===== src/hw/rtl/gdad_pkg.sv =====
// Shared types, constants and the month-length table for the date adder.
// No dependencies; every other file of the block uses this package.
`default_nettype none

package gdad_pkg;

    localparam int YEAR_W              = 14;
    localparam int MONTH_W             = 4;
    localparam int DAY_W               = 5;
    localparam int COUNT_W             = 20;
    localparam int STATUS_W            = 2;
    localparam int DAY_COUNT_WIDTH_DEF = 20;

    // Year reduction mod 400 runs one binary digit a cycle, 400 << 5 down to 400
    localparam int REDUCE_STEPS = 6;
    localparam int SHIFT_W      = $clog2(REDUCE_STEPS);

    localparam logic [YEAR_W-1:0]  YEAR_MAX   = YEAR_W'(9999);
    localparam logic [YEAR_W-1:0]  LEAP_CYCLE = YEAR_W'(400);
    localparam logic [YEAR_W-1:0]  CENTURY    = YEAR_W'(100);
    localparam logic [YEAR_W-1:0]  LEAP_EVERY = YEAR_W'(4);

    localparam logic [MONTH_W-1:0] JAN = MONTH_W'(1);
    localparam logic [MONTH_W-1:0] FEB = MONTH_W'(2);
    localparam logic [MONTH_W-1:0] DEC = MONTH_W'(12);

    // Common-year month lengths; codes that name no month read as zero
    localparam logic [DAY_W-1:0] MONTH_LEN [16] = '{
        5'd0,  5'd31, 5'd28, 5'd31, 5'd30, 5'd31, 5'd30, 5'd31,
        5'd31, 5'd30, 5'd31, 5'd30, 5'd31, 5'd0,  5'd0,  5'd0
    };

    typedef enum logic [STATUS_W-1:0] {
        ST_OK       = 2'd0,
        ST_INVALID  = 2'd1,
        ST_OVERFLOW = 2'd2
    } status_t;

    typedef struct packed {
        logic               load;
        logic               reduce;
        logic [SHIFT_W-1:0] shift;
        logic               check;
        logic               step;
    } gdad_cmd_t;

    typedef struct packed {
        logic date_bad;
        logic fits;
        logic year_ovf;
    } gdad_sts_t;

endpackage

`default_nettype wire


===== src/hw/rtl/gdad_start_if.sv =====
// Request channel of the date adder: start date and day count.
// Depends on gdad_pkg for the field widths.
`default_nettype none

interface gdad_start_if;
    logic                         valid;
    logic                         ready;
    logic [gdad_pkg::YEAR_W-1:0]  start_year;
    logic [gdad_pkg::MONTH_W-1:0] start_month;
    logic [gdad_pkg::DAY_W-1:0]   start_day;
    logic [gdad_pkg::COUNT_W-1:0] days_to_add;

    modport source (output valid, start_year, start_month, start_day, days_to_add,
                    input ready);
    modport sink   (input valid, start_year, start_month, start_day, days_to_add,
                    output ready);
endinterface

`default_nettype wire


===== src/hw/rtl/gdad_result_if.sv =====
// Result channel of the date adder: resulting date and status.
// Depends on gdad_pkg for the field widths.
`default_nettype none

interface gdad_result_if;
    logic                          valid;
    logic                          ready;
    logic [gdad_pkg::YEAR_W-1:0]   result_year;
    logic [gdad_pkg::MONTH_W-1:0]  result_month;
    logic [gdad_pkg::DAY_W-1:0]    result_day;
    logic [gdad_pkg::STATUS_W-1:0] status;

    modport source (output valid, result_year, result_month, result_day, status,
                    input ready);
    modport sink   (input valid, result_year, result_month, result_day, status,
                    output ready);
endinterface

`default_nettype wire


===== src/hw/rtl/gdad_datapath.sv =====
// Datapath of the date adder: date registers, year mod 400, month stepping.
// Depends on gdad_pkg; driven by gdad_ctrl through gdad_cmd_t.
`default_nettype none

module gdad_datapath #(
    parameter int DAY_COUNT_WIDTH = gdad_pkg::DAY_COUNT_WIDTH_DEF
) (
    input  wire                               clk,
    input  wire gdad_pkg::gdad_cmd_t          cmd,
    output gdad_pkg::gdad_sts_t               sts,
    input  wire [gdad_pkg::YEAR_W-1:0]        start_year,
    input  wire [gdad_pkg::MONTH_W-1:0]       start_month,
    input  wire [gdad_pkg::DAY_W-1:0]         start_day,
    input  wire [gdad_pkg::COUNT_W-1:0]       days_to_add,
    output logic [gdad_pkg::YEAR_W-1:0]       result_year,
    output logic [gdad_pkg::MONTH_W-1:0]      result_month,
    output logic [gdad_pkg::DAY_W-1:0]        result_day,
    output logic [gdad_pkg::STATUS_W-1:0]     status
);
    import gdad_pkg::*;

    // Only the low DAY_COUNT_WIDTH bits of the count take part
    localparam int CNT_W = (DAY_COUNT_WIDTH < COUNT_W) ? DAY_COUNT_WIDTH : COUNT_W;
    localparam int ACC_W = CNT_W + 1;

    logic [YEAR_W-1:0]  year_reg;
    logic [YEAR_W-1:0]  ymod_reg;
    logic [MONTH_W-1:0] month_reg;
    logic [ACC_W-1:0]   day_reg;
    logic [CNT_W-1:0]   cnt_reg;
    status_t            status_reg;

    logic               leap;
    logic [DAY_W-1:0]   month_days;
    logic [ACC_W-1:0]   month_days_ext;
    logic [YEAR_W-1:0]  reduce_sub;

    assign leap = ((year_reg % LEAP_EVERY) == '0) &&
                  (ymod_reg != CENTURY) &&
                  (ymod_reg != YEAR_W'(2 * CENTURY)) &&
                  (ymod_reg != YEAR_W'(3 * CENTURY));

    assign month_days     = MONTH_LEN[month_reg] + DAY_W'(month_reg == FEB && leap);
    assign month_days_ext = ACC_W'(month_days);
    assign reduce_sub     = LEAP_CYCLE << cmd.shift;

    assign sts.date_bad = (year_reg == '0) || (year_reg > YEAR_MAX) ||
                          (month_days == '0) || (day_reg == '0) ||
                          (day_reg > month_days_ext);
    assign sts.fits     = (day_reg <= month_days_ext);
    assign sts.year_ovf = !sts.fits && (month_reg == DEC) && (year_reg == YEAR_MAX);

    always_ff @(posedge clk)
    begin
        if (cmd.load)
        begin
            year_reg   <= start_year;
            ymod_reg   <= start_year;
            month_reg  <= start_month;
            day_reg    <= ACC_W'(start_day);
            cnt_reg    <= days_to_add[CNT_W-1:0];
            status_reg <= ST_OK;
        end
        else if (cmd.reduce)
        begin
            if (ymod_reg >= reduce_sub)
            begin
                ymod_reg <= ymod_reg - reduce_sub;
            end
        end
        else if (cmd.check)
        begin
            if (sts.date_bad)
            begin
                status_reg <= ST_INVALID;
            end
            day_reg <= day_reg + ACC_W'(cnt_reg);
        end
        else if (cmd.step && !sts.fits)
        begin
            day_reg <= day_reg - month_days_ext;
            if (month_reg == DEC)
            begin
                if (year_reg == YEAR_MAX)
                begin
                    status_reg <= ST_OVERFLOW;
                end
                else
                begin
                    month_reg <= JAN;
                    year_reg  <= year_reg + YEAR_W'(1);
                    ymod_reg  <= (ymod_reg == LEAP_CYCLE - YEAR_W'(1)) ?
                                 '0 : ymod_reg + YEAR_W'(1);
                end
            end
            else
            begin
                month_reg <= month_reg + MONTH_W'(1);
            end
        end
    end

    // Zero the date whenever the request ended in an error
    assign result_year  = (status_reg == ST_OK) ? year_reg : '0;
    assign result_month = (status_reg == ST_OK) ? month_reg : '0;
    assign result_day   = (status_reg == ST_OK) ? day_reg[DAY_W-1:0] : '0;
    assign status       = status_reg;

endmodule

`default_nettype wire


===== src/hw/rtl/gdad_ctrl.sv =====
// Controller of the date adder: sequences load, year reduction, check and stepping.
// Depends on gdad_pkg; commands gdad_datapath through gdad_cmd_t.
`default_nettype none

module gdad_ctrl (
    input  wire                      clk,
    input  wire                      rst_n,
    input  wire                      start_valid,
    output logic                     start_ready,
    output logic                     result_valid,
    input  wire                      result_ready,
    output gdad_pkg::gdad_cmd_t      cmd,
    input  wire gdad_pkg::gdad_sts_t sts
);
    import gdad_pkg::*;

    typedef enum logic [2:0] {
        S_IDLE,
        S_REDUCE,
        S_CHECK,
        S_STEP,
        S_DONE
    } state_t;

    state_t             state_reg, state_next;
    logic [SHIFT_W-1:0] shift_reg, shift_next;
    logic               start_ready_reg, start_ready_next;
    logic               result_valid_reg, result_valid_next;

    always_comb
    begin
        state_next        = state_reg;
        shift_next        = shift_reg;
        start_ready_next  = start_ready_reg;
        result_valid_next = result_valid_reg;
        case (state_reg)
            S_IDLE:
            begin
                if (start_valid)
                begin
                    state_next       = S_REDUCE;
                    shift_next       = SHIFT_W'(REDUCE_STEPS - 1);
                    start_ready_next = 1'b0;
                end
            end
            S_REDUCE:
            begin
                if (shift_reg == '0)
                begin
                    state_next = S_CHECK;
                end
                else
                begin
                    shift_next = shift_reg - SHIFT_W'(1);
                end
            end
            S_CHECK:
            begin
                if (sts.date_bad)
                begin
                    state_next        = S_DONE;
                    result_valid_next = 1'b1;
                end
                else
                begin
                    state_next = S_STEP;
                end
            end
            S_STEP:
            begin
                if (sts.fits || sts.year_ovf)
                begin
                    state_next        = S_DONE;
                    result_valid_next = 1'b1;
                end
            end
            S_DONE:
            begin
                if (result_ready)
                begin
                    state_next        = S_IDLE;
                    result_valid_next = 1'b0;
                    start_ready_next  = 1'b1;
                end
            end
            default:
            begin
                state_next        = S_IDLE;
                result_valid_next = 1'b0;
                start_ready_next  = 1'b1;
            end
        endcase
    end

    always_ff @(posedge clk or negedge rst_n)
    begin
        if (!rst_n)
        begin
            state_reg        <= S_IDLE;
            shift_reg        <= '0;
            start_ready_reg  <= 1'b1;
            result_valid_reg <= 1'b0;
        end
        else
        begin
            state_reg        <= state_next;
            shift_reg        <= shift_next;
            start_ready_reg  <= start_ready_next;
            result_valid_reg <= result_valid_next;
        end
    end

    assign start_ready  = start_ready_reg;
    assign result_valid = result_valid_reg;

    assign cmd.load   = (state_reg == S_IDLE) && start_valid;
    assign cmd.reduce = (state_reg == S_REDUCE);
    assign cmd.shift  = shift_reg;
    assign cmd.check  = (state_reg == S_CHECK);
    assign cmd.step   = (state_reg == S_STEP);

endmodule

`default_nettype wire


===== src/hw/rtl/gregorian_date_add_days.sv =====
// Gregorian date adder: adds a day count to a start date, one request at a time.
// Depends on gdad_pkg, gdad_start_if, gdad_result_if, gdad_ctrl and gdad_datapath.
//
// A request is taken only while the block is idle; its result then waits on the
// result channel until taken, and the next request is accepted the cycle after.
// A request first reduces the year mod 400 for the leap rule, one binary digit
// at a time, then checks the start date and adds the count; the month-stepping
// loop then subtracts one month length per cycle until the day fits, so a full
// 20-bit count crosses up to about 34,500 months. An invalid start date returns
// with status 1 after the check; a year carried past 9999 stops with status 2.
// On either error the date fields read zero. Only the low DAY_COUNT_WIDTH bits
// of the count are used.
`default_nettype none

module gregorian_date_add_days #(
    parameter int DAY_COUNT_WIDTH = gdad_pkg::DAY_COUNT_WIDTH_DEF
) (
    input  wire           clk,
    input  wire           rst_n,
    gdad_start_if.sink    start,
    gdad_result_if.source result
);
    import gdad_pkg::*;

    gdad_cmd_t cmd;
    gdad_sts_t sts;

    gdad_ctrl u_ctrl (
        .clk          (clk),
        .rst_n        (rst_n),
        .start_valid  (start.valid),
        .start_ready  (start.ready),
        .result_valid (result.valid),
        .result_ready (result.ready),
        .cmd          (cmd),
        .sts          (sts)
    );

    gdad_datapath #(
        .DAY_COUNT_WIDTH (DAY_COUNT_WIDTH)
    ) u_datapath (
        .clk          (clk),
        .cmd          (cmd),
        .sts          (sts),
        .start_year   (start.start_year),
        .start_month  (start.start_month),
        .start_day    (start.start_day),
        .days_to_add  (start.days_to_add),
        .result_year  (result.result_year),
        .result_month (result.result_month),
        .result_day   (result.result_day),
        .status       (result.status)
    );

endmodule

`default_nettype wire


===== src/flat_wrapper.sv =====
// flat-port wrapper written by rule: the top's interface ports become plain ports
module gregorian_date_add_days_flat import gdad_pkg::*;
#(
    parameter int DAY_COUNT_WIDTH = gdad_pkg::DAY_COUNT_WIDTH_DEF
)
  (clk, rst_n, start_valid, start_start_year, start_start_month, start_start_day, start_days_to_add, start_ready, result_valid, result_result_year, result_result_month, result_result_day, result_status, result_ready);
  gdad_start_if start_i ();
  gdad_result_if result_i ();
  input  wire clk;
  input  wire rst_n;
  input wire logic [$bits(start_i.valid)-1:0] start_valid;
  input wire logic [$bits(start_i.start_year)-1:0] start_start_year;
  input wire logic [$bits(start_i.start_month)-1:0] start_start_month;
  input wire logic [$bits(start_i.start_day)-1:0] start_start_day;
  input wire logic [$bits(start_i.days_to_add)-1:0] start_days_to_add;
  output wire logic [$bits(start_i.ready)-1:0] start_ready;
  output wire logic [$bits(result_i.valid)-1:0] result_valid;
  output wire logic [$bits(result_i.result_year)-1:0] result_result_year;
  output wire logic [$bits(result_i.result_month)-1:0] result_result_month;
  output wire logic [$bits(result_i.result_day)-1:0] result_result_day;
  output wire logic [$bits(result_i.status)-1:0] result_status;
  input wire logic [$bits(result_i.ready)-1:0] result_ready;
  assign start_i.valid = start_valid;
  assign start_i.start_year = start_start_year;
  assign start_i.start_month = start_start_month;
  assign start_i.start_day = start_start_day;
  assign start_i.days_to_add = start_days_to_add;
  assign start_ready = start_i.ready;
  assign result_valid = result_i.valid;
  assign result_result_year = result_i.result_year;
  assign result_result_month = result_i.result_month;
  assign result_result_day = result_i.result_day;
  assign result_status = result_i.status;
  assign result_i.ready = result_ready;
  gregorian_date_add_days #(.DAY_COUNT_WIDTH(DAY_COUNT_WIDTH)) u_core (.clk(clk), .rst_n(rst_n), .start(start_i), .result(result_i));
endmodule

===== config.mk =====
export PLATFORM = sky130hd
export DESIGN_NAME = gregorian_date_add_days_flat
export DESIGN_NICKNAME = d
export VERILOG_FILES = /design/src/hw/rtl/gdad_pkg.sv /design/src/hw/rtl/gdad_start_if.sv /design/src/hw/rtl/gdad_result_if.sv /design/src/hw/rtl/gdad_datapath.sv /design/src/hw/rtl/gdad_ctrl.sv /design/src/hw/rtl/gregorian_date_add_days.sv /design/src/flat_wrapper.sv
export SDC_FILE = /design/constraint.sdc
export NUM_CORES = 1
export LEC_CHECK = 0
export BUFFER_PORTS_ARGS = -buffer_cell sky130_fd_sc_hd__buf_4
export CELL_PAD_IN_SITES_DETAIL_PLACEMENT = 0
export CELL_PAD_IN_SITES_GLOBAL_PLACEMENT = 2
export CORE_AREA = 2 2 121 146
export CTS_BUF_LIST = sky130_fd_sc_hd__clkbuf_8
export CTS_CLUSTER_SIZE = 30
export DETAILED_ROUTE_END_ITERATION = 6
export DIE_AREA = 0 0 123 148
export HOLD_SLACK_MARGIN = 0.06
export PLACE_DENSITY_LB_ADDON = 0.12
export RECOVER_POWER = 100
export SETUP_SLACK_MARGIN = 0.1
export SYNTH_ARGS = -nofsm -noshare
export SYNTH_HDL_FRONTEND = slang
export SYNTH_SLANG_ARGS = --single-unit

===== constraint.sdc =====
create_clock -name clk -period 6.25 [get_ports clk]
set_input_delay 0.3125 -clock clk [delete_from_list [all_inputs] [get_ports clk]]
set_output_delay 0.3125 -clock clk [all_outputs]
set_load 0.05 [all_outputs]

==> run summary, run 1 <==
via count -> 5302
post-synthesis sequential area ratio -> 0.364
ys async rst share -> 0.0964
Startpoint Class -> flop
Critical Path RT -> 6250 ps
H-tree depth -> 3
peak supply drop -> 0.000178 V
first-pass GRT wire length -> 27800 µm
syn avg cell area -> 9.03 µm²
Max Cap Viol -> 2
count of pins over their slew limit -> 70
Max Buffers Root-to-Sink -> 2
Hold Crit Class -> in2reg
Final Skew -> 11.1 ps
CP Class -> reg2reg
Syn Nets -> 791
GRT overflow -> 0
status -> finished with violations
top cells by area, synth -> edfxtp_1 (27%), ha_1 (10%), dfxtp_1 (5.8%), xor2_1 (4.6%), xnor2_1 (4.1%)
ys flop type -> edfxtp_1
RSZ-0062 raised after global routing -> false
final hold slack -> 125 ps
vias in the first global route -> 5414
vias per cell -> 5.42
worst skew pair latency -> 380 ps
Routed WL per cell -> 17.8 µm
FP Rows -> 52
Yosys top cell area share -> 0.274
Leak Pwr -> 2.88 nW
fin nets -> 856
GRT Total Usage -> 0.198
effective utilization at floorplan -> 0.372
FF+latch count, synth -> 83
share of layout cells above drive strength 1 -> 0.119
die width -> 123 µm
Num CTS Buffers -> 9
Post-synth EDFFs -> 57
Max FO, Critical Path -> 11
DR DRC count -> 0
largest area contributor in the netlist -> edfxtp_1
CTS tree -> done
die area -> 18200 µm²
CORE AREA -> 16800 µm²
violated checks -> capacitance limit, slew limit
PwrDens -> 620 nW/µm²
I/O pin cnt -> 74
drt total wl -> 17400 µm
fin crit share -> 0.813
Ys Warns -> 0
Least-Margin Pin Slew -> 2080 ps
Clock transition at path regs -> 90 ps
Antenna Cells -> 0
Setup TNS Final -> 0 ps
Final Hold Viols -> 0
CTS Root Cell -> clkbuf_8
Post-DP HPWL -> 13400 µm
Area Overhead vs Synth -> 13.8%
Post-synth top cells -> nand2_1 (66), nor2_1 (65), edfxtp_1 (57)
slew margin rel. -> -0.384
initial antenna violation count -> 0
IO buf count -> 73
drt first pass iters -> 5
post-synthesis cell type count -> 78
final setup fails -> 0
GP Congestion -> 0.839
Final min period -> 5080 ps
crit path DAT -> 5090 ps
max reg flops -> 21
pin count of the biggest net entering global routing -> 41
Iteration-0 DRC Markers -> 242
Post-Syn Area -> 6250 µm²
post-CTS resize count -> 0
most frequent cell after synthesis -> nand2_1
clock sink count -> 83
Synth Instances -> 692
CP endpoint kind -> flop
final antenna-violating net count -> 0
Fmax -> 197 MHz
die height -> 148 µm
[what timing repair did]
| item | CTS | global route |
|---|---|---|
| hold buffers | 1 | 0 |
| endpoints found under the hold margin | 8 | 0 |
| setup buffers | 0 | 0 |
[critical path, cell delays in order (launching register included)]
cell      delay (ps)
edfxtp_1         470
inv_1            170
ha_1             280
nor2b_1          250
a21oi_1           70
nand2_1           70
o21ai_0           90
ha_1             230
ha_1             190
inv_1             50
ha_1             130
inv_1             50
ha_1             360
and2_0           200
and4_2           240
a211oi_1         440
o21ai_2          270
o31ai_1          560
o21bai_1         570
[power breakdown]
group          internal [mW]  switching, mW  total [mW]
sequential             0.918          0.271        1.19
clock                  0.274          0.212       0.486
combinational           1.04           1.69        2.73
[worst paths after layout]
path,depth (start not counted),slack (ps),from,end
max,18,1170,u_core.u_datapath.month_reg[0],u_core.u_datapath.ymod_reg[11]
min,1,120,start_days_to_add[14],u_core.u_datapath.cnt_reg[14]
max reg2reg,18,1170,u_core.u_datapath.month_reg[0],u_core.u_datapath.ymod_reg[11]
min reg2reg,2,500,u_core.u_datapath.day_reg[20],u_core.u_datapath.day_reg[20]
max in group asynchronous,2,5540,rst_n,u_core.u_ctrl.start_ready
min in group asynchronous,2,370,rst_n,u_core.u_ctrl.shift_reg[1]
[final cells by class]
class                      instances  area, µm²
tap                              216        270
inverter                          31        116
clock buffer                      10        138
fill                            1748       9680
multi-input combinational        554       3690
clock inverter                     6        104
timing repair buffer              78        517
sequential                        83       2270
[kinds of logic (layout without fill, tap and decap cells)]
kind of cell	Yosys count	in the layout	share of synthesized area
compound gates	167	167	0.172
fa+ha+maj	52	52	0.107
buf+inv	55	125	0.0364
flops	83	83	0.364
xor+xnor	62	62	0.0869
simple gates	267	267	0.224
mux	6	6	0.00981
[routing by layer]
layer  GRT usage  part of all wire  routed length [µm]  vias up
li1            -                 -                   -     2651
met1       0.223              0.41                7210     2523
met2       0.369              0.53                9190       94
met3      0.0262             0.027                 469       34
met4      0.0830             0.031                 532        0
met5           0                 0                   0        -
[stage by stage]
| stage | utilization | power, mW | area (µm²) | setup slack, ps | std cells |
|---|---|---|---|---|---|
| 6_report | 0.424 | 4.41 | 7110 | 1170 | 978 |
| 5_1_grt | 0.424 | 4.78 | 7110 | 839 | 978 |
| 4_1_cts | 0.431 | 4.54 | 7240 | 1400 | 978 |
| 3_3_place_gp | 0.416 | 4.01 | 6990 | 1550 | 961 |
| 2_1_floorplan | - | 3.31 | 6250 | 1660 | 692 |
| 3_5_place_dp | 0.416 | 4.03 | 6990 | 1400 | 961 |
[placed cells by master (no fill, tap or decap), drive strengths merged, types with 8 or more instances in the layout]
cell / instances
nand3: 27
nor3: 22
o211ai: 8
xnor2: 29
a21oi: 47
ha: 50
and2: 18
a211oi: 8
nand4: 11
o22ai: 10
nor2: 66
o21ai: 41
dfxtp: 18
nand2b: 11
nand2: 66
inv: 32
xor2: 33
nor4: 10
edfxtp: 57
buf: 38
clkbuf: 49
a21o: 11
No activity file was read; power rests on OpenSTA's default activity.
==> inputs of run 2 (changes only) <==
--- a/config.mk
+++ b/config.mk
@@ -5,14 +5,15 @@
 export SDC_FILE = /design/constraint.sdc
 export NUM_CORES = 1
 export LEC_CHECK = 0
+export ABC_AREA = 1
 export BUFFER_PORTS_ARGS = -buffer_cell sky130_fd_sc_hd__buf_4
 export CELL_PAD_IN_SITES_DETAIL_PLACEMENT = 0
 export CELL_PAD_IN_SITES_GLOBAL_PLACEMENT = 2
-export CORE_AREA = 2 2 121 146
+export CORE_AREA = 2 2 140 170
 export CTS_BUF_LIST = sky130_fd_sc_hd__clkbuf_8
 export CTS_CLUSTER_SIZE = 30
 export DETAILED_ROUTE_END_ITERATION = 6
-export DIE_AREA = 0 0 123 148
+export DIE_AREA = 0 0 142 172
 export HOLD_SLACK_MARGIN = 0.06
 export PLACE_DENSITY_LB_ADDON = 0.12
 export RECOVER_POWER = 100
==> constraint.sdc (replaced) <==
create_clock -name clk -period 4.35 [get_ports clk]
set_input_delay 0.2175 -clock clk [delete_from_list [all_inputs] [get_ports clk]]
set_output_delay 0.2175 -clock clk [all_outputs]
set_load 0.05 [all_outputs]
==> run 2 against run 1 <==
Against the previous run: the flow now finishes without violations; total power rose by 54%; via count rose by 28%; utilization fell by 7.0 points; highest routed layer unchanged; die area rose by 34%; sequential share of layout area fell by 3.8 points; global-route usage fell by 0.35 points; count of clock-buffer cells in the layout fell by 1; register-to-register slack got worse by 750 ps; setup slack got worse by 750 ps.
==> run summary, run 2 <==
final antenna-violating net count -> 0 (unchanged)
Post-synth EDFFs -> 57 (unchanged)
RR Endpoint -> u_core.u_datapath.year_reg[0]
CP endpoint kind -> flop
die area -> 24400 µm² (+34%)
post-synthesis cell type count -> 55 (-29%)
drt total wl -> 23100 µm (+33%)
first-pass GRT wire length -> 36400 µm (+31%)
CP Class -> reg2reg
die height -> 172 µm (+16%)
status -> complete, no violations
Area Overhead vs Synth -> 15.9%
vias in the first global route -> 6890 (+27%)
worst skew pair latency -> 380 ps (about the same)
drt first pass iters -> 5 (unchanged)
initial antenna violation count -> 0 (unchanged)
Yosys top cell area share -> 0.246 (-0.0280)
I/O pin cnt -> 74 (unchanged)
Max stage delay cell, worst path -> edfxtp_1
Synth Instances -> 997 (+44%)
Hold Path Stages -> 3 (+2)
RSZ-0062 raised after global routing -> false
syn avg cell area -> 6.98 µm² (-23%)
CTS tree -> done
post-layout power -> 6.77 mW (+54%)
vias per cell -> 4.92 (-9.3%)
Num CTS Buffers -> 9 (unchanged)
ys async rst share -> 0.0964 (unchanged)
Setup TNS Final -> 0 ps (unchanged)
fin crit share -> 0.905 (+0.0920)
crit-path cells -> nor3b_2 > nand2_1 > o31ai_1 > a32o_1 > a31oi_1 > ha_1 > ha_1 > inv_1 > ha_1 > inv_1 > ha_1 > nand2_1 > inv_1 > nand4_1 > nand3_2 > nand3_4 > nand2_1 > inv_1 > nor3_1 > clkbuf_2
Layout fillers -> 2573 (+47%)
Final Skew -> 14.0 ps (+2.93 ps)
Hold EP -> u_core.u_datapath.day_reg[0]
GRT Total Usage -> 0.195 (-0.00351)
FP Rows -> 61 (+17%)
Startpoint Class -> flop
met2 Use GR -> 0.385 (+0.0158)
GRT overflow -> 0 (unchanged)
ys flop type -> edfxtp_1
crit-path max cell delay -> 490 ps (-80 ps)
grt met1 use -> 0.213 (-0.0107)
count of pins over their slew limit -> 0 (-100%)
FF+latch count, synth -> 83 (unchanged)
fin nets -> 1190 (+39%)
GRT busiest layer -> met2
IO buf count -> 73 (unchanged)
most frequent cells in the layout -> nand2_1 (245), inv_1 (136), nor2_1 (123)
largest area contributor in the netlist -> edfxtp_1
commonest non-fill, non-tap cell in the layout -> nand2_1
Iteration-0 DRC Markers -> 371 (+53%)
Clock transition at path regs -> 90 ps (about the same)
Max Cap Viol -> 0 (-2)
Max Buffers Root-to-Sink -> 2 (unchanged)
worst r2r path cells -> 20 (+2)
effective utilization at floorplan -> 0.305 (-0.0673)
launch point of the worst reg-to-reg path -> u_core.u_datapath.ymod_reg[8]
Final Hold Viols -> 0 (unchanged)
slew margin rel. -> 0.0641 (+0.448)
most frequent cell after synthesis -> nand2_1
Least-Margin Pin Slew -> 1400 ps (-673 ps)
Syn Nets -> 1096 (+39%)
Leak Pwr -> 3.70 nW (+29%)
Antenna Cells -> 0 (unchanged)
Post-DP HPWL -> 18600 µm (+39%)
Post-synth top cells -> nand2_1 (245), inv_1 (133), nor2_1 (120)
pin count of the biggest net entering global routing -> 54 (+32%)
Max FO, Critical Path -> 14 (+3)
critical hold path startpoint -> start_start_day[0]
PwrDens -> 840 nW/µm² (+36%)
final setup fails -> 0 (unchanged)
Hold Crit Class -> in2reg
DR DRC count -> 0 (unchanged)
Fmax -> 254 MHz (+29%)
share of layout cells above drive strength 1 -> 0.0885 (-0.0309)
via count -> 6778 (+28%)
post-synthesis sequential area ratio -> 0.327 (-0.0372)
GP Congestion -> 0.825 (-1.6%)
Ys Warns -> 0 (unchanged)
GRT met3 Usage -> 0.0219 (-0.00436)
Reg2Reg Setup Slack -> 410 ps (-750 ps)
peak supply drop -> 0.000294 V (+65%)
CTS Root Cell -> clkbuf_8
H-tree depth -> 3 (unchanged)
clock sink count -> 83 (unchanged)
Routed WL per cell -> 16.7 µm (-6.0%)
Critical Path RT -> 4390 ps (-1860 ps)
max reg flops -> 21 (unchanged)
top cells by area, synth -> edfxtp_1 (25%), nand2_1 (13%), ha_1 (9.0%), inv_1 (7.2%), nor2_1 (6.5%)
CORE AREA -> 22800 µm² (+36%)
Post-Syn Area -> 6960 µm² (+11%)
crit path DAT -> 3980 ps (-1110 ps)
die width -> 142 µm (+15%)
Final min period -> 3940 ps (-1150 ps)
[run 2: cell count changes after synthesis, moves of 20 or more]
cell / before / now
nand3_1: 26 / 87
xor2_1: 33 / 12
xnor2_1: 29 / 5
nor2_1: 65 / 120
inv_1: 30 / 133
o21ai_0: 33 / 53
nand2_1: 66 / 245
[run 2: routing by layer]
layer	vias up	share of wire
met5	-	0
met4	0	0.026
met3	28	0.023
met2	93	0.55
met1	3133	0.41
li1	3524	-
[run 2: cell families after synthesis]
kind of cell,Yosys count,synth area share
and+or+nand+nor,521,0.329
adders and majority gates,52,0.0957
xor gates and xnor gates,17,0.0214
buffers and inverters,159,0.0903
AOI/OAI and AO/OA,165,0.137
DFF,83,0.327
[run 2: repair_timing]
item	in CTS	in global routing
setup endpoints to repair	0	16
buffers inserted	0	2
hold buffers	21	0
gates resized for setup	0	1
endpoints found under the hold margin	28	0
[run 2: final cells by class]
type | instances | area (µm²) | share of cell area
Clock inverter | 7 | 36.3 | 0.00450
Multi-Input combinational cell | 755 | 4040 | 0.501
Inverter | 139 | 522 | 0.0647
Clock buffer | 9 | 124 | 0.0154
Tap cell | 283 | 354 | 0.0439
Sequential cell | 83 | 2270 | 0.282
Timing Repair Buffer | 103 | 712 | 0.0883
[run 2: critical path, delay by kind of cell, from the launching register on]
family | cells | cell delay, ps
and+or+nand+nor | 8 | 1060
adders and majority gates | 4 | 950
buffers and inverters | 5 | 700
DFF | 1 | 490
AOI/OAI and AO/OA | 3 | 390
[run 2: how the worst max path moves through the flow]
stage	startpoint	end	slack [ps]	cells past startpoint
2_1_floorplan	u_core.u_datapath.ymod_reg[6]	u_core.u_datapath.year_reg[0]	250	20
3_3_place_gp	u_core.u_datapath.ymod_reg[6]	u_core.u_datapath.ymod_reg[13]	410	22
3_5_place_dp	u_core.u_datapath.ymod_reg[6]	u_core.u_datapath.ymod_reg[13]	330	22
4_1_cts	u_core.u_datapath.ymod_reg[6]	u_core.u_datapath.ymod_reg[13]	320	22
5_1_grt	u_core.u_datapath.ymod_reg[8]	u_core.u_datapath.year_reg[1]	70	20
6_report	u_core.u_datapath.ymod_reg[8]	u_core.u_datapath.year_reg[0]	410	20
[run 2: stage by stage]
stage	hold WS, ps	cell area (µm²)	cells	setup WS (ps)	utilization
finish	118	8060	1379	412	0.353
global route	146	8060	1379	66.1	0.353
CTS	104	8180	1377	316	0.359
detailed placement	40.9	7810	1340	329	0.342
global placement	41.4	7810	1340	411	0.342
floorplan	-78.1	6960	997	250	-
[run 2: where the power goes]
part           internal [mW]  switching [mW]
sequential              1.26           0.349
combinational           1.41            3.24
clock                  0.200           0.311
total                   2.87            3.90
==> inputs of run 3 (changes only) <==
--- a/config.mk
+++ b/config.mk
@@ -5,15 +5,14 @@
 export SDC_FILE = /design/constraint.sdc
 export NUM_CORES = 1
 export LEC_CHECK = 0
-export ABC_AREA = 1
 export BUFFER_PORTS_ARGS = -buffer_cell sky130_fd_sc_hd__buf_4
 export CELL_PAD_IN_SITES_DETAIL_PLACEMENT = 0
 export CELL_PAD_IN_SITES_GLOBAL_PLACEMENT = 2
-export CORE_AREA = 2 2 140 170
+export CORE_AREA = 2 2 127 154
 export CTS_BUF_LIST = sky130_fd_sc_hd__clkbuf_8
 export CTS_CLUSTER_SIZE = 30
 export DETAILED_ROUTE_END_ITERATION = 6
-export DIE_AREA = 0 0 142 172
+export DIE_AREA = 0 0 129 156
 export HOLD_SLACK_MARGIN = 0.06
 export PLACE_DENSITY_LB_ADDON = 0.12
 export RECOVER_POWER = 100
==> run 3 against run 2 <==
Against the previous run: die area fell by 18%; clock power rose by 10%; register-to-register slack got worse by 80 ps; combinational power fell by 11%; largest power group unchanged; first-iteration DRC count fell by 20%; wire length fell by 22%; flip-flop and latch count did not move; sequential share of layout area rose by 2.2 points.
==> run summary, run 3 (synthesis results as in run 1) <==
crit path DAT -> 4270 ps (+290 ps)
status -> complete, no violations
Clock transition at path regs -> 90 ps (about the same)
effective utilization at floorplan -> 0.335 (+0.0301)
Post-DP HPWL -> 13900 µm (-25%)
FP Rows -> 55 (-9.8%)
RSZ-0062 raised after global routing -> false
final setup fails -> 0 (unchanged)
drt total wl -> 17900 µm (-22%)
Max Buffers Root-to-Sink -> 2 (unchanged)
H-tree depth -> 3 (unchanged)
vias in the first global route -> 5565 (-19%)
M1 wire length -> 7430 µm (-21%)
RR Endpoint -> u_core.u_datapath.day_reg[8]
slew margin rel. -> 0.249 (+0.185)
fin area -> 7480 µm² (-7.3%)
worst r2r path cells -> 16 (-20%)
Routed WL per cell -> 17.0 µm (+1.7%)
drt first pass iters -> 4 (-1)
Max Used Layer -> met4
Final Skew -> 17.4 ps (+3.44 ps)
Hold EP -> u_core.u_datapath.month_reg[1]
GRT Total Usage -> 0.186 (-0.00938)
launch point of the worst reg-to-reg path -> u_core.u_datapath.ymod_reg[8]
worst skew pair latency -> 370 ps (about the same)
Max FO, Critical Path -> 5 (-9)
fin nets -> 892 (-25%)
DR DRC count -> 0 (unchanged)
clock sink count -> 83 (unchanged)
Least-Margin Pin Slew -> 1130 ps (-277 ps)
CP endpoint kind -> flop
CP Class -> reg2reg
crit-path cells -> nand2b_1 > o32ai_1 > a21oi_1 > o2111a_1 > ha_1 > ha_1 > inv_1 > ha_1 > nor2b_1 > o221ai_1 > a211oi_4 > o21ai_2 > or2_1 > nor4_1 > xnor2_1 > o22ai_1
via count -> 5409 (-20%)
met2 routed WL -> 9660 µm (-23%)
Startpoint Class -> flop
count of pins over their slew limit -> 0 (unchanged)
Hold Path Stages -> 3 (unchanged)
DP Area -> 7140 µm² (-8.6%)
CTS Root Cell -> clkbuf_8
GRT overflow -> 0 (unchanged)
initial antenna violation count -> 0 (unchanged)
share of layout cells above drive strength 1 -> 0.135 (+0.0468)
first-pass GRT wire length -> 29100 µm (-20%)
Leak Pwr -> 3.03 nW (-18%)
Critical Path RT -> 4590 ps (+200 ps)
fin crit share -> 0.925 (+0.0193)
Antenna Cells -> 0 (unchanged)
Max Cap Viol -> 0 (unchanged)
Reg2Reg Setup Slack -> 330 ps (-80 ps)
die height -> 156 µm (-9.3%)
Num CTS Buffers -> 9 (unchanged)
fin util -> 0.401 (+0.0476)
Hold Crit Class -> in2reg
vias per cell -> 5.13 (+4.4%)
Routed met3 length -> 580 µm (+11%)
pin count of the biggest net entering global routing -> 41 (-24%)
worst path bufs/invs -> 1 (-4)
Area Overhead vs Synth -> 19.7%
Iteration-0 DRC Markers -> 298 (-20%)
Layout fillers -> 1900 (-26%)
Setup TNS Final -> 0 ps (unchanged)
CP startpoint -> u_core.u_datapath.ymod_reg[8]
crit-path max cell delay -> 390 ps (-100 ps)
Final min period -> 4020 ps (+84.0 ps)
die width -> 129 µm (-9.2%)
max reg flops -> 21 (unchanged)
I/O pin cnt -> 74 (unchanged)
peak supply drop -> 0.000260 V (-11%)
PwrDens -> 856 nW/µm² (+1.9%)
CORE AREA -> 18600 µm² (-18%)
Final Hold Viols -> 0 (unchanged)
most frequent cells in the layout -> nand2_1 (66), nor2_1 (66), edfxtp_1 (57)
CP most frequent cell -> ha_1
critical hold path startpoint -> start_start_month[1]
delay-heaviest family, CP -> compound AO/OA/AOI/OAI gates
Fmax -> 249 MHz (-2.1%)
final antenna-violating net count -> 0 (unchanged)
die area -> 20100 µm² (-18%)
IO buf count -> 73 (unchanged)
Max stage delay cell, worst path -> edfxtp_1
CTS tree -> done
GP Congestion -> 0.820 (-0.65%)
run 3: changes by cell type in the layout (fill, tap and decap cells not counted), moves of 8 or more:
cell      change
nand2_1     -179
inv_1       -101
nand3_1      -61
nor2_1       -57
xnor2_1      +24
o21ai_0      -21
xor2_1       +21
buf_4        +19
and2_0       +12
a21o_1       +11
a21oi_1      -11
nand2b_1     +11
clkbuf_1      -8
nor2_2        -8
run 3: worst min-delay path, cell delays in order:
cell and delay (ps):
buf_4 80, nand2_1 40, nand2_1 40
run 3: worst max-delay path by stage:
stage                                endpoint  slack, ps  cells past startpoint
2_1_floorplan  u_core.u_datapath.ymod_reg[10]        120                     15
3_3_place_gp   u_core.u_datapath.ymod_reg[11]        350                     17
3_5_place_dp   u_core.u_datapath.year_reg[10]        250                     17
4_1_cts         u_core.u_datapath.year_reg[5]        210                     17
5_1_grt          u_core.u_datapath.day_reg[8]         70                     18
6_report         u_core.u_datapath.day_reg[8]        330                     16
run 3: layout make-up:
type	instances	area, µm²	share of cell area
well taps	256	320	0.0428
repair buffers	114	846	0.113
clock buffers	10	138	0.0184
inverters	31	116	0.0156
multi-input cells	554	3730	0.499
clock inverters	6	50.0	0.00669
flip-flops and latches	83	2270	0.304
run 3: where the power goes:
group / switching (mW) / internal, mW / total, mW
registers: 0.369 / 1.31 / 1.68
logic: 2.53 / 1.63 / 4.15
clock network: 0.289 / 0.273 / 0.562
run 3: layer usage:
| metal | vias up | GRT usage |
|---|---|---|
| met4 | 0 | 0.0626 |
| met5 | - | 0 |
| met3 | 15 | 0.0264 |
| met1 | 2587 | 0.213 |
| li1 | 2724 | - |
| met2 | 83 | 0.349 |
run 3: repair_timing:
action,in CTS,in global routing
setup endpoints to repair,0,56
hold endpoints to repair,28,0
resized for setup,0,8
buffers inserted,0,4
hold buffers,21,0
run 3: metrics by stage:
step	power, mW	instances	hold WS (ps)	worst slack [ps]
2_1_floorplan	4.75	692	-78.1	121
3_3_place_gp	5.90	1013	43.1	353
3_5_place_dp	5.94	1013	47.3	250
4_1_cts	6.54	1050	85.6	215
5_1_grt	7.00	1054	95.7	73.9
6_report	6.40	1054	109	328
